File: src/rtl/pse_pkg.sv
// Shared types and constants for the postfix stack evaluator.
// Used by pse_alu, postfix_stack_evaluator and pse_checker; depends on nothing.
`default_nettype none

package pse_pkg;

  localparam int unsigned WORD_W  = 32;
  localparam int unsigned SYM_W   = 8;
  localparam int unsigned DEPTH_W = 5;
  localparam int unsigned STAT_W  = 3;
  localparam int unsigned DIV_STEPS = 32;

  // Status codes carried in the result beat.
  localparam logic [STAT_W-1:0] ST_OK    = 3'd0;
  localparam logic [STAT_W-1:0] ST_UNDER = 3'd1;
  localparam logic [STAT_W-1:0] ST_OVER  = 3'd2;
  localparam logic [STAT_W-1:0] ST_DIVZ  = 3'd3;
  localparam logic [STAT_W-1:0] ST_UNSUP = 3'd4;

  // Characters that the decoder recognizes.
  localparam logic [SYM_W-1:0] CH_PLUS  = 8'h2B;
  localparam logic [SYM_W-1:0] CH_MINUS = 8'h2D;
  localparam logic [SYM_W-1:0] CH_STAR  = 8'h2A;
  localparam logic [SYM_W-1:0] CH_SLASH = 8'h2F;
  localparam logic [SYM_W-1:0] CH_CARET = 8'h5E;
  localparam logic [SYM_W-1:0] CH_LPAR  = 8'h28;
  localparam logic [SYM_W-1:0] CH_RPAR  = 8'h29;
  localparam logic [SYM_W-1:0] CH_ZERO  = 8'h30;

  typedef struct packed {
    logic [SYM_W-1:0] symbol;
    logic             end_of_expr;
  } in_t;

  typedef struct packed {
    logic signed [WORD_W-1:0] top_value;
    logic [DEPTH_W-1:0]       depth;
    logic [STAT_W-1:0]        status;
    logic                     done_res;
  } out_t;

  typedef enum logic [1:0] {
    ALU_ADD,
    ALU_SUB,
    ALU_MUL,
    ALU_DIV
  } alu_op_t;

  typedef struct packed {
    logic    start;
    alu_op_t op;
  } alu_req_t;

  typedef enum logic [1:0] {
    S_IDLE,
    S_EXEC,
    S_WAIT,
    S_DONE
  } state_t;

  function automatic logic is_unsup(input logic [SYM_W-1:0] sym);
    return (sym == CH_CARET) || (sym == CH_LPAR) || (sym == CH_RPAR);
  endfunction

  function automatic logic is_arith(input logic [SYM_W-1:0] sym);
    return (sym == CH_PLUS) || (sym == CH_MINUS) || (sym == CH_STAR) || (sym == CH_SLASH);
  endfunction

  function automatic alu_op_t op_of(input logic [SYM_W-1:0] sym);
    alu_op_t op;
    case (sym)
      CH_PLUS:  op = ALU_ADD;
      CH_MINUS: op = ALU_SUB;
      CH_STAR:  op = ALU_MUL;
      default:  op = ALU_DIV;
    endcase
    return op;
  endfunction

endpackage

`default_nettype wire

File: src/rtl/pse_alu.sv
// Shared arithmetic unit: add, subtract and multiply into a registered result, signed divide bit-serially.
// Depends on pse_pkg.
`default_nettype none

module pse_alu (
  input  wire logic                       clk,
  input  wire logic                       rst_n,
  input  wire pse_pkg::alu_req_t          req,
  input  wire logic [pse_pkg::WORD_W-1:0] lhs,
  input  wire logic [pse_pkg::WORD_W-1:0] rhs,
  output logic                            done,
  output logic [pse_pkg::WORD_W-1:0]      result
);

  localparam int unsigned W = pse_pkg::WORD_W;
  localparam int unsigned STEP_W = $clog2(pse_pkg::DIV_STEPS);

  logic              div_busy_r, div_busy_nxt;
  logic              fix_r, fix_nxt;
  logic              done_r, done_nxt;
  logic [STEP_W-1:0] step_r, step_nxt;
  logic [W-1:0]      rem_r, rem_nxt;
  logic [W-1:0]      quo_r, quo_nxt;
  logic [W-1:0]      den_r, den_nxt;
  logic              neg_r, neg_nxt;
  logic [W-1:0]      res_r, res_nxt;

  logic [2*W-1:0]    product;
  logic [W+1:0]      trial;

  assign product = lhs * rhs;
  // Shift one dividend bit into the partial remainder and try to subtract the divisor.
  assign trial = {1'b0, rem_r, quo_r[W-1]} - {2'b00, den_r};

  always_comb begin
    div_busy_nxt = div_busy_r;
    fix_nxt      = 1'b0;
    done_nxt     = 1'b0;
    step_nxt     = step_r;
    rem_nxt      = rem_r;
    quo_nxt      = quo_r;
    den_nxt      = den_r;
    neg_nxt      = neg_r;
    res_nxt      = res_r;
    if (req.start) begin
      case (req.op)
        pse_pkg::ALU_ADD: begin
          res_nxt  = lhs + rhs;
          done_nxt = 1'b1;
        end
        pse_pkg::ALU_SUB: begin
          res_nxt  = lhs - rhs;
          done_nxt = 1'b1;
        end
        pse_pkg::ALU_MUL: begin
          res_nxt  = product[W-1:0];
          done_nxt = 1'b1;
        end
        pse_pkg::ALU_DIV: begin
          div_busy_nxt = 1'b1;
          step_nxt     = '0;
          rem_nxt      = '0;
          quo_nxt      = lhs[W-1] ? (W'(0) - lhs) : lhs;
          den_nxt      = rhs[W-1] ? (W'(0) - rhs) : rhs;
          neg_nxt      = lhs[W-1] ^ rhs[W-1];
        end
        default: begin
          done_nxt = 1'b1;
        end
      endcase
    end else if (div_busy_r) begin
      if (!trial[W+1]) begin
        rem_nxt = trial[W-1:0];
        quo_nxt = {quo_r[W-2:0], 1'b1};
      end else begin
        rem_nxt = {rem_r[W-2:0], quo_r[W-1]};
        quo_nxt = {quo_r[W-2:0], 1'b0};
      end
      step_nxt = step_r + STEP_W'(1);
      if (step_r == STEP_W'(pse_pkg::DIV_STEPS - 1)) begin
        div_busy_nxt = 1'b0;
        fix_nxt      = 1'b1;
      end
    end else if (fix_r) begin
      res_nxt  = neg_r ? (W'(0) - quo_r) : quo_r;
      done_nxt = 1'b1;
    end
  end

  always_ff @(posedge clk) begin
    if (!rst_n) begin
      div_busy_r <= 1'b0;
      fix_r      <= 1'b0;
      done_r     <= 1'b0;
    end else begin
      div_busy_r <= div_busy_nxt;
      fix_r      <= fix_nxt;
      done_r     <= done_nxt;
    end
    step_r <= step_nxt;
    rem_r  <= rem_nxt;
    quo_r  <= quo_nxt;
    den_r  <= den_nxt;
    neg_r  <= neg_nxt;
    res_r  <= res_nxt;
  end

  assign done   = done_r;
  assign result = res_r;

endmodule

`default_nettype wire

File: src/rtl/postfix_stack_evaluator.sv
// Top level of the postfix stack evaluator: sequencer, value stack memory and result register.
// Depends on pse_pkg and pse_alu.
//
//   Channel   Direction  Handshake              Payload
//   in_       input      in_valid / in_ready    pse_pkg::in_t  (symbol, end_of_expr)
//   out_      output     out_valid / out_ready  pse_pkg::out_t (top_value, depth, status, done_res)
//
// A beat is taken only in S_IDLE and ends in S_DONE: an operand, underflow, overflow or
// unsupported operator goes there directly, divide by zero through S_EXEC, and an operation
// through S_EXEC and S_WAIT; pse_alu's bit-serial divider retires one quotient bit per cycle.
// Reset is synchronous on rst_n and empties the stack; only entries below the count are used.
// A stalled result waits in the output register while the next beat is taken, and the
// sequencer holds its own result until that register is free.
`default_nettype none

module postfix_stack_evaluator #(
  parameter int unsigned STACK_DEPTH = 16
) (
  input  wire logic           clk,
  input  wire logic           rst_n,
  input  wire logic           in_valid,
  output logic                in_ready,
  input  wire pse_pkg::in_t   in_data,
  output logic                out_valid,
  input  wire logic           out_ready,
  output pse_pkg::out_t       out_data
);

  localparam int unsigned W  = pse_pkg::WORD_W;
  localparam int unsigned AW = $clog2(STACK_DEPTH);
  localparam int unsigned CW = $clog2(STACK_DEPTH + 1);

  // Sequencer and stack bookkeeping.
  pse_pkg::state_t         state_r, state_nxt;
  logic [CW-1:0]           cnt_r, cnt_nxt;
  logic [W-1:0]            top_r, top_nxt;
  logic [pse_pkg::STAT_W-1:0] status_r, status_nxt;
  logic                    last_r, last_nxt;
  pse_pkg::alu_op_t        op_r, op_nxt;
  logic                    out_valid_r, out_valid_nxt;
  pse_pkg::out_t           out_data_r, out_data_nxt;

  // Stack memory. The top of stack is mirrored in top_r, so only the entry below it is read.
  logic [W-1:0]  stack_mem [STACK_DEPTH];
  logic          mem_we;
  logic [AW-1:0] mem_waddr;
  logic [W-1:0]  mem_wdata;
  logic [AW-1:0] mem_raddr;
  logic [W-1:0]  mem_rdata_r;

  pse_pkg::alu_req_t alu_req;
  logic              alu_done;
  logic [W-1:0]      alu_result;

  logic          accept;
  logic          sym_unsup;
  logic          sym_arith;
  logic          out_load;
  logic [W-1:0]  push_val;

  assign accept    = in_valid && in_ready;
  assign sym_unsup = pse_pkg::is_unsup(in_data.symbol);
  assign sym_arith = pse_pkg::is_arith(in_data.symbol);
  assign out_load  = !out_valid_r || out_ready;
  // The operand value is the character code minus the code of '0', wrapped to 32 bits.
  assign push_val  = W'(in_data.symbol) - W'(pse_pkg::CH_ZERO);
  // Left operand sits one below the top; the read is issued while the beat is accepted.
  assign mem_raddr = AW'(cnt_r - CW'(2));

  pse_alu u_alu (
    .clk    (clk),
    .rst_n  (rst_n),
    .req    (alu_req),
    .lhs    (mem_rdata_r),
    .rhs    (top_r),
    .done   (alu_done),
    .result (alu_result)
  );

  // Next-state logic.
  always_comb begin
    state_nxt = state_r;
    case (state_r)
      pse_pkg::S_IDLE: begin
        if (accept) begin
          if (!sym_unsup && sym_arith && (cnt_r >= CW'(2))) begin
            state_nxt = pse_pkg::S_EXEC;
          end else begin
            state_nxt = pse_pkg::S_DONE;
          end
        end
      end
      pse_pkg::S_EXEC: begin
        if ((op_r == pse_pkg::ALU_DIV) && (top_r == '0)) begin
          state_nxt = pse_pkg::S_DONE;
        end else begin
          state_nxt = pse_pkg::S_WAIT;
        end
      end
      pse_pkg::S_WAIT: begin
        if (alu_done) begin
          state_nxt = pse_pkg::S_DONE;
        end
      end
      pse_pkg::S_DONE: begin
        if (out_load) begin
          state_nxt = pse_pkg::S_IDLE;
        end
      end
      default: begin
        state_nxt = pse_pkg::S_IDLE;
      end
    endcase
  end

  // Datapath and output logic.
  always_comb begin
    cnt_nxt       = cnt_r;
    top_nxt       = top_r;
    status_nxt    = status_r;
    last_nxt      = last_r;
    op_nxt        = op_r;
    out_data_nxt  = out_data_r;
    out_valid_nxt = out_valid_r && !out_ready;
    mem_we        = 1'b0;
    mem_waddr     = AW'(cnt_r);
    mem_wdata     = push_val;
    alu_req.start = 1'b0;
    alu_req.op    = op_r;
    in_ready      = 1'b0;
    case (state_r)
      pse_pkg::S_IDLE: begin
        in_ready = 1'b1;
        if (accept) begin
          last_nxt = in_data.end_of_expr;
          op_nxt   = pse_pkg::op_of(in_data.symbol);
          if (sym_unsup) begin
            status_nxt = pse_pkg::ST_UNSUP;
          end else if (sym_arith) begin
            status_nxt = (cnt_r < CW'(2)) ? pse_pkg::ST_UNDER : pse_pkg::ST_OK;
          end else if (cnt_r == CW'(STACK_DEPTH)) begin
            status_nxt = pse_pkg::ST_OVER;
          end else begin
            status_nxt = pse_pkg::ST_OK;
            mem_we     = 1'b1;
            top_nxt    = push_val;
            cnt_nxt    = cnt_r + CW'(1);
          end
        end
      end
      pse_pkg::S_EXEC: begin
        if ((op_r == pse_pkg::ALU_DIV) && (top_r == '0)) begin
          status_nxt = pse_pkg::ST_DIVZ;
        end else begin
          alu_req.start = 1'b1;
        end
      end
      pse_pkg::S_WAIT: begin
        if (alu_done) begin
          // Two operands collapse into one: the result lands where the left operand was.
          mem_we    = 1'b1;
          mem_waddr = mem_raddr;
          mem_wdata = alu_result;
          top_nxt   = alu_result;
          cnt_nxt   = cnt_r - CW'(1);
        end
      end
      pse_pkg::S_DONE: begin
        if (out_load) begin
          out_valid_nxt          = 1'b1;
          out_data_nxt.top_value = (cnt_r != '0) ? top_r : '0;
          out_data_nxt.depth     = pse_pkg::DEPTH_W'(cnt_r);
          out_data_nxt.status    = status_r;
          out_data_nxt.done_res  = last_r;
          // The end of an expression empties the stack once its result is loaded into the output register.
          if (last_r) begin
            cnt_nxt = '0;
          end
        end
      end
      default: begin
        in_ready = 1'b0;
      end
    endcase
  end

  always_ff @(posedge clk) begin
    if (!rst_n) begin
      state_r     <= pse_pkg::S_IDLE;
      cnt_r       <= '0;
      out_valid_r <= 1'b0;
    end else begin
      state_r     <= state_nxt;
      cnt_r       <= cnt_nxt;
      out_valid_r <= out_valid_nxt;
    end
    top_r      <= top_nxt;
    status_r   <= status_nxt;
    last_r     <= last_nxt;
    op_r       <= op_nxt;
    out_data_r <= out_data_nxt;
  end

  always_ff @(posedge clk) begin
    if (mem_we) begin
      stack_mem[mem_waddr] <= mem_wdata;
    end
    mem_rdata_r <= stack_mem[mem_raddr];
  end

  assign out_valid = out_valid_r;
  assign out_data  = out_data_r;

endmodule

`default_nettype wire

File: config.mk
export PLATFORM = sky130hd
export DESIGN_NAME = postfix_stack_evaluator
export DESIGN_NICKNAME = d
export VERILOG_FILES = /design/src/rtl/pse_pkg.sv /design/src/rtl/pse_alu.sv /design/src/rtl/postfix_stack_evaluator.sv
export SDC_FILE = /design/constraint.sdc
export NUM_CORES = 2
export LEC_CHECK = 0
export ABC_AREA = 1
export ABC_CLOCK_PERIOD_IN_PS = 13130
export BUFFER_PORTS_ARGS = -buffer_cell sky130_fd_sc_hd__buf_2
export CAP_MARGIN = 20
export CORE_MARGIN = 5
export CORE_UTILIZATION = 60
export CTS_CLUSTER_DIAMETER = 120
export DETAILED_ROUTE_END_ITERATION = 7
export PLACE_DENSITY = 0.75
export RECOVER_POWER = 50
export SLEW_MARGIN = 0
export SYNTH_ARGS = -nofsm -noshare
export SYNTH_HDL_FRONTEND = slang
export SYNTH_SLANG_ARGS = --single-unit
File: constraint.sdc
create_clock -name clk -period 13.13 [get_ports clk]
set_clock_uncertainty 0.1 [all_clocks]
set_input_delay 0 -clock clk [delete_from_list [all_inputs] [get_ports clk]]
set_output_delay 0 -clock clk [all_outputs]
set_load 0.02 [all_outputs]
Word-level counts from Yosys, hierarchy flattened:

Memory sizes are Yosys's and may differ from the RTL's. A register that Yosys moved wholly into a read port is not among the register bits.
Cells that the tools add are included.

* bits in registers: 224
* bits in latches: 0
* memory bits (writable): 512
* ROM bits: 0
* input bits: 13
* word-level logic and storage cells: 171
* memories: 1

* $add $sub $neg: 11
* multiply operators: 1
* divide/modulo/power cells: 0
* $lt $le $gt $ge: 2
* equal/unequal tests: 26
* shift-type cells: 0
* multiplexer cells: 72
* bitwise gates (word level): 3
* reduce and logical (&&, ||, !) cells: 34

Memory list
* stack_mem: depth 16, bits a word 32, rd ports 1, clocked after Yosys merged registers in 1, write ports 1, line postfix_stack_evaluator.sv:44 `logic [W-1:0] stack_mem [STACK_DEPTH];`

Operator list (number)
* two-way mux 32 bit: 19
* one-hot mux 32 bit (3 select lines): 1
* subtractor 1 x 32 -> 32 bit (first input constant): 3
* one-hot mux 32 bit (2 select lines): 1
* two-way mux 5 bit: 10
* equality test 8 x 6 -> 1 bit (second input constant): 6
* subtractor 33 x 32 -> 34 bit: 1
* adder 32 bit: 1
* logical NOT 32 bit: 1
* multiplier 32 x 32 -> 32 bit: 1
* subtractor 32 bit: 1
* two-way mux 31 bit: 1
* two-way mux 1 bit: 24
* inequality test 2 bit (second input constant): 8
* one-hot mux 5 bit (3 select lines): 1
* two-way mux 2 bit: 6
* adder 5 x 1 -> 5 bit (second input constant): 2
* equality test 5 bit (second input constant): 2
* two-way mux 3 bit: 3
* AND reduction 3 bit: 3
* subtractor 8 x 6 -> 9 bit (second input constant): 1
* equality test 2 bit (second input constant): 4
* equality test 8 x 7 -> 1 bit (second input constant): 1
* two-way mux 4 bit: 2
* 24 further kinds: 46

Longest topological paths before layout:

* depth after elaboration: 10
* gate-level depth with buffers: 40

Cells and area by module:

From an unflattened synthesis, not the netlist that was laid out.

* cells, all modules: 5749
* area, all modules: 53244.8 sq um

By module, submodules not included
* pse_alu: instances 1, cells each 3868, area each 28532.4 sq um, seq. area each 4083.9 sq um
* postfix_stack_evaluator: instances 1, cells each 1881, area each 24712.5 sq um, seq. area each 18547.8 sq um

Worst setup path before layout:

Ideal clock, no wire load.

* kind: reg2reg
* start: reg top_r[6]
* end: reg u_alu.res_r[26], in the netlist u_alu.result[26] (data pin)
* library setup time: 0.266 ns
* data arrival time: 6.652 ns
* data required time: 12.764 ns
* slack: 6.111 ns
* cell stages (with the launch flop): 32
* cells stage by stage: edfxtp_1 > clkbuf_1 > buf_1 > nand2_1 > inv_1 > fa_1 > fa_1 > fa_1 > inv_1 > fa_1 > inv_1 > fa_1 > inv_1 > fa_1 > inv_1 > fa_1 > fa_1 > ha_1 > nand2_1 > nor2_1 > and3_1 > nand4_1 > nand3_1 > nand2_1 > nand2_1 > nand2_1 > nand2_1 > a21oi_1 > o21ai_0 > nand2_1 > nand2_1 > o21ai_1

* cells in the longest elaborated chain, start to end: 5
* elaborated cells on any way between the ends: 9

RTL lines
* from (decl): line postfix_stack_evaluator.sv:36 `logic [W-1:0] top_r, top_nxt;`
* from (signal assigned): line postfix_stack_evaluator.sv:197 `top_r <= top_nxt;`
* branches (longest 4 deep; another with multiplier 32 x 32 -> 32 bit)
* two-way mux 32 bit (*): line pse_alu.sv:45 `if (req.start) begin`
* via u_alu.res_nxt[26]: line pse_alu.sv:26 `logic [W-1:0] res_r, res_nxt;`
* to (signal assigned): line pse_alu.sv:105 `res_r <= res_nxt;`
* to (decl): line pse_alu.sv:26

Mark *: on every way through the listed nets, which the timed path passes.
A chain may end at the register's enable or synchronous reset.

Worst setup path in the final report:

* start: reg cnt_r[1]
* end: mem stack_mem[8][23] in the netlist's numbering, enable pin

* cells in the longest elaborated chain, start to end: 8
* elaborated cells on any way between the ends: 11

RTL lines
* from (decl): line postfix_stack_evaluator.sv:35 `logic [CW-1:0] cnt_r, cnt_nxt;`
* from (signal assigned): line postfix_stack_evaluator.sv:194 `cnt_r <= cnt_nxt;`
* equality test 5 bit: line postfix_stack_evaluator.sv:141 `end else if (cnt_r == CW'(STACK_DEPTH)) begin`
* two-way mux 1 bit: line postfix_stack_evaluator.sv:141
* two-way mux 1 bit: line postfix_stack_evaluator.sv:139 `end else if (sym_arith) begin`
* two-way mux 1 bit: line postfix_stack_evaluator.sv:137 `if (sym_unsup) begin`
* two-way mux 1 bit: line postfix_stack_evaluator.sv:134 `if (accept) begin`
* one-hot mux 1 bit (2 select lines): line postfix_stack_evaluator.sv:131 `case (state_r)`
* two-way mux 1 bit: line postfix_stack_evaluator.sv:205 `if (mem_we) begin`
* two-way mux 1 bit (implied by the code): line postfix_stack_evaluator.sv:206 `stack_mem[mem_waddr] <= mem_wdata;`
* to (decl): line postfix_stack_evaluator.sv:44

Several ways; a longest one is shown, not always the timed one.

==> reports/metrics.csv <==
metric,value,unit
status,"complete, but fails checks",
failing checks,"capacitance limit, slew limit",
clock latency on the worst-skew pair,0.65,ns
Max Slew Vio Count,505,
DRT antenna net count,0,
Clock H-tree levels,3,
"Seq/Total Area, Yosys",42.3,%
total CTS buffers,80,
detailed-route DRC error count,0,
DRT Pass-1 Iters,7,
Worst R2R End,stack_mem[8][23],
vias in the first global route,40800,
fmax,121,MHz
CTS tree,built,
initial antenna violation count,0,
Max Root-Sink Buffers,3,
Hold Crit Depth,4,
Final Setup Violations,0,
startpoint types,flip-flop,
Die X,309,microns
Hold EP,u_alu.div_busy_r,
GRT overflow,0,
CP Class,flip-flop to flip-flop,
DR iter-0 viols,4671,
"Hold Vio Cnt, Final",0,
Yosys Warn Count,0,
worst hold path class,input port to flip-flop,
hold_sp,rst_n,
CP arrival,8.49,ns
Port Buffers,55,
Avg WL per Cell,21.4,microns
overall routing resource usage,31.7,%
clk root buf,clkbuf_16,
first-pass GRT wire length,233000,microns
"flops & latches, synth",768,
Tcrit/Tclk final,63.1,%
FP Rows,109,
CTS Sinks,768,
Netlist cell types,61,
Syn Area/Cell,9.16,sq um
num ports,56,
Post-synth EDFFs,725,
area of the mapped netlist,53500,sq um
vias per cell,5.85,
Total Die Area,95200,sq um
cell area after placement,55100,sq um
Final Critical Period,8.28,ns
Final #Nets,6445,
ant diodes,0,
post-CTS setup buffers,0,
dominant synthesized flop cell,edfxtp_1,
final setup TNS,0,ns
Syn Inst Count,5842,
Die H,309,microns
unrepaired setup endpoints after global routing,false,
CP max FO,58,
worst r2r src,cnt_r[1],
max_slew headroom,-141,%
"Net Count, Synth",6469,
data required time of the critical path,13.34,ns
Worst Max-Slew Pin Slew,3.61,ns
core area,88400,sq um
clock-pin slew on the worst setup and hold paths,0.06,ns
Max-cap violations,11,
layout cells sized above 1,4.57,%
vias,41200,
Layout area overhead,7.59,%
r2r worst-path depth,8,
Initial Util,60.5,%
worst reg2reg setup slack,4.85,ns
routability cong.,0.998,
"Design Area, Final",57600,sq um
Detailed Route WL,151000,microns
largest net degree at the start of global routing,114,
CP Capture Type,flip-flop,
Async SR Flop Fraction,0,%
hpwl dp,101000,microns
-- worst max-delay path by stage --
stage             start                to  slack [ns]  cells after the start
2_1_floorplan  top_r[6]  u_alu.result[26]        6.11                     31
4_1_cts        top_r[6]  u_alu.result[26]        5.63                     30
3_5_place_dp   top_r[6]  u_alu.result[26]        5.69                     30
6_report       cnt_r[1]  stack_mem[8][23]        4.85                      8
3_3_place_gp   top_r[6]  u_alu.result[26]        5.73                     30
5_1_grt        cnt_r[1]  stack_mem[8][18]        4.43                      8
-- cells by family (layout without fill, tap and decap cells) --
family | count (synthesis) | count (layout) | synth area share, %
adder cells (fa/ha/maj) | 614 | 614 | 20.1
flip-flops | 768 | 768 | 42.3
AND/OR/NAND/NOR | 1962 | 1962 | 14.9
XOR/XNOR | 130 | 130 | 2.14
buffers and inverters | 1353 | 1393 | 9.67
AO/OA/AOI/OAI | 1015 | 1015 | 10.8
-- cell usage after synthesis (12+ instances only) --
cell type	number	share of area [%]
nand2_1	1178	8.3
inv_1	1032	7.2
edfxtp_1	725	41
o21ai_0	520	4.9
nor2_1	504	3.5
fa_1	411	15
clkbuf_1	210	1.5
ha_1	203	4.7
a21oi_1	177	1.7
nand3_1	151	1.4
o221ai_1	89	1.5
xor2_1	75	1.2
buf_1	62	0.44
xnor2_1	54	0.88
o21ai_1	53	0.50
o211ai_1	49	0.69
dfxtp_1	43	1.6
o22ai_1	42	0.49
nor3_1	41	0.38
buf_2	27	0.25
a31oi_1	22	0.26
nand4_1	22	0.26
a21o_1	17	0.24
nand3b_1	12	0.17
or2_2	12	0.14
-- worst max-delay path, stage by stage (launching register included) --
cell and delay, ns:
dfxtp_1 1.87, clkinvlp_2 2.41, ha_1 0.94, xnor2_2 0.17, buf_4 0.33, o21ai_0 0.48
nand3_1 0.44, nor2_4 0.65, buf_4 0.46
-- registers in the layout, indices dropped and copies added, names as in the netlist, 2 cells and up --
register      cells
stack_mem       512
out_data         41
mem_rdata_r      32
top_r            32
u_alu.den_r      32
u_alu.quo_r      32
u_alu.rem_r      32
u_alu.result     32
cnt_r             5
u_alu.step_r      5
status_r          3
op_r              2
state_r           2
-- layout make-up --
type	count	area, sq um
fillers	7118	30800
repair buffers	201	1250
inverters	1046	3940
well taps	1165	1460
clock buffers	111	2180
flip-flops and latches	768	22600
multi-input cells	3721	25800
clock inverters	35	334
-- through the flow --
step                      worst slack, ns  util [%]  std cells  hold slack [ns]
after global placement               5.73      62.3       6875           0.0806
after global routing                 4.43      65.1       7047            0.117
after detailed placement             5.69      62.3       6876           0.0803
after CTS                            5.63      65.4       7042           0.0879
after floorplan                      6.11         -       5842         -0.00113
final                                4.85      65.1       7047            0.127
-- placed cells by master (no fill, tap or decap), types with 81 or more instances in the layout --
cell,instances
a21oi_1,176
buf_4,83
clkbuf_1,111
clkbuf_16,81
edfxtp_1,725
fa_1,411
ha_1,203
inv_1,1031
nand2_1,1181
nand3_1,152
nor2_1,492
o21ai_0,528
o221ai_1,89
-- metal layers --
metal  track usage, %  part of all wire (%)
met2             51.7                    46
met3             5.15                   9.1
met1             43.2                    40
met4             13.0                   4.8
met5                0                     0
-- repair_timing --
action / 4_1_cts / 5_1_grt
hold buffers: 20 / 0
endpoints found under the setup margin: 0 / 0
endpoints found under the hold margin: 126 / 0
gates resized for setup: 0 / 0
Power is left out: the tool's default activity adds up to more than one toggle a clock period on the data nets, which glitch-free logic cannot reach.
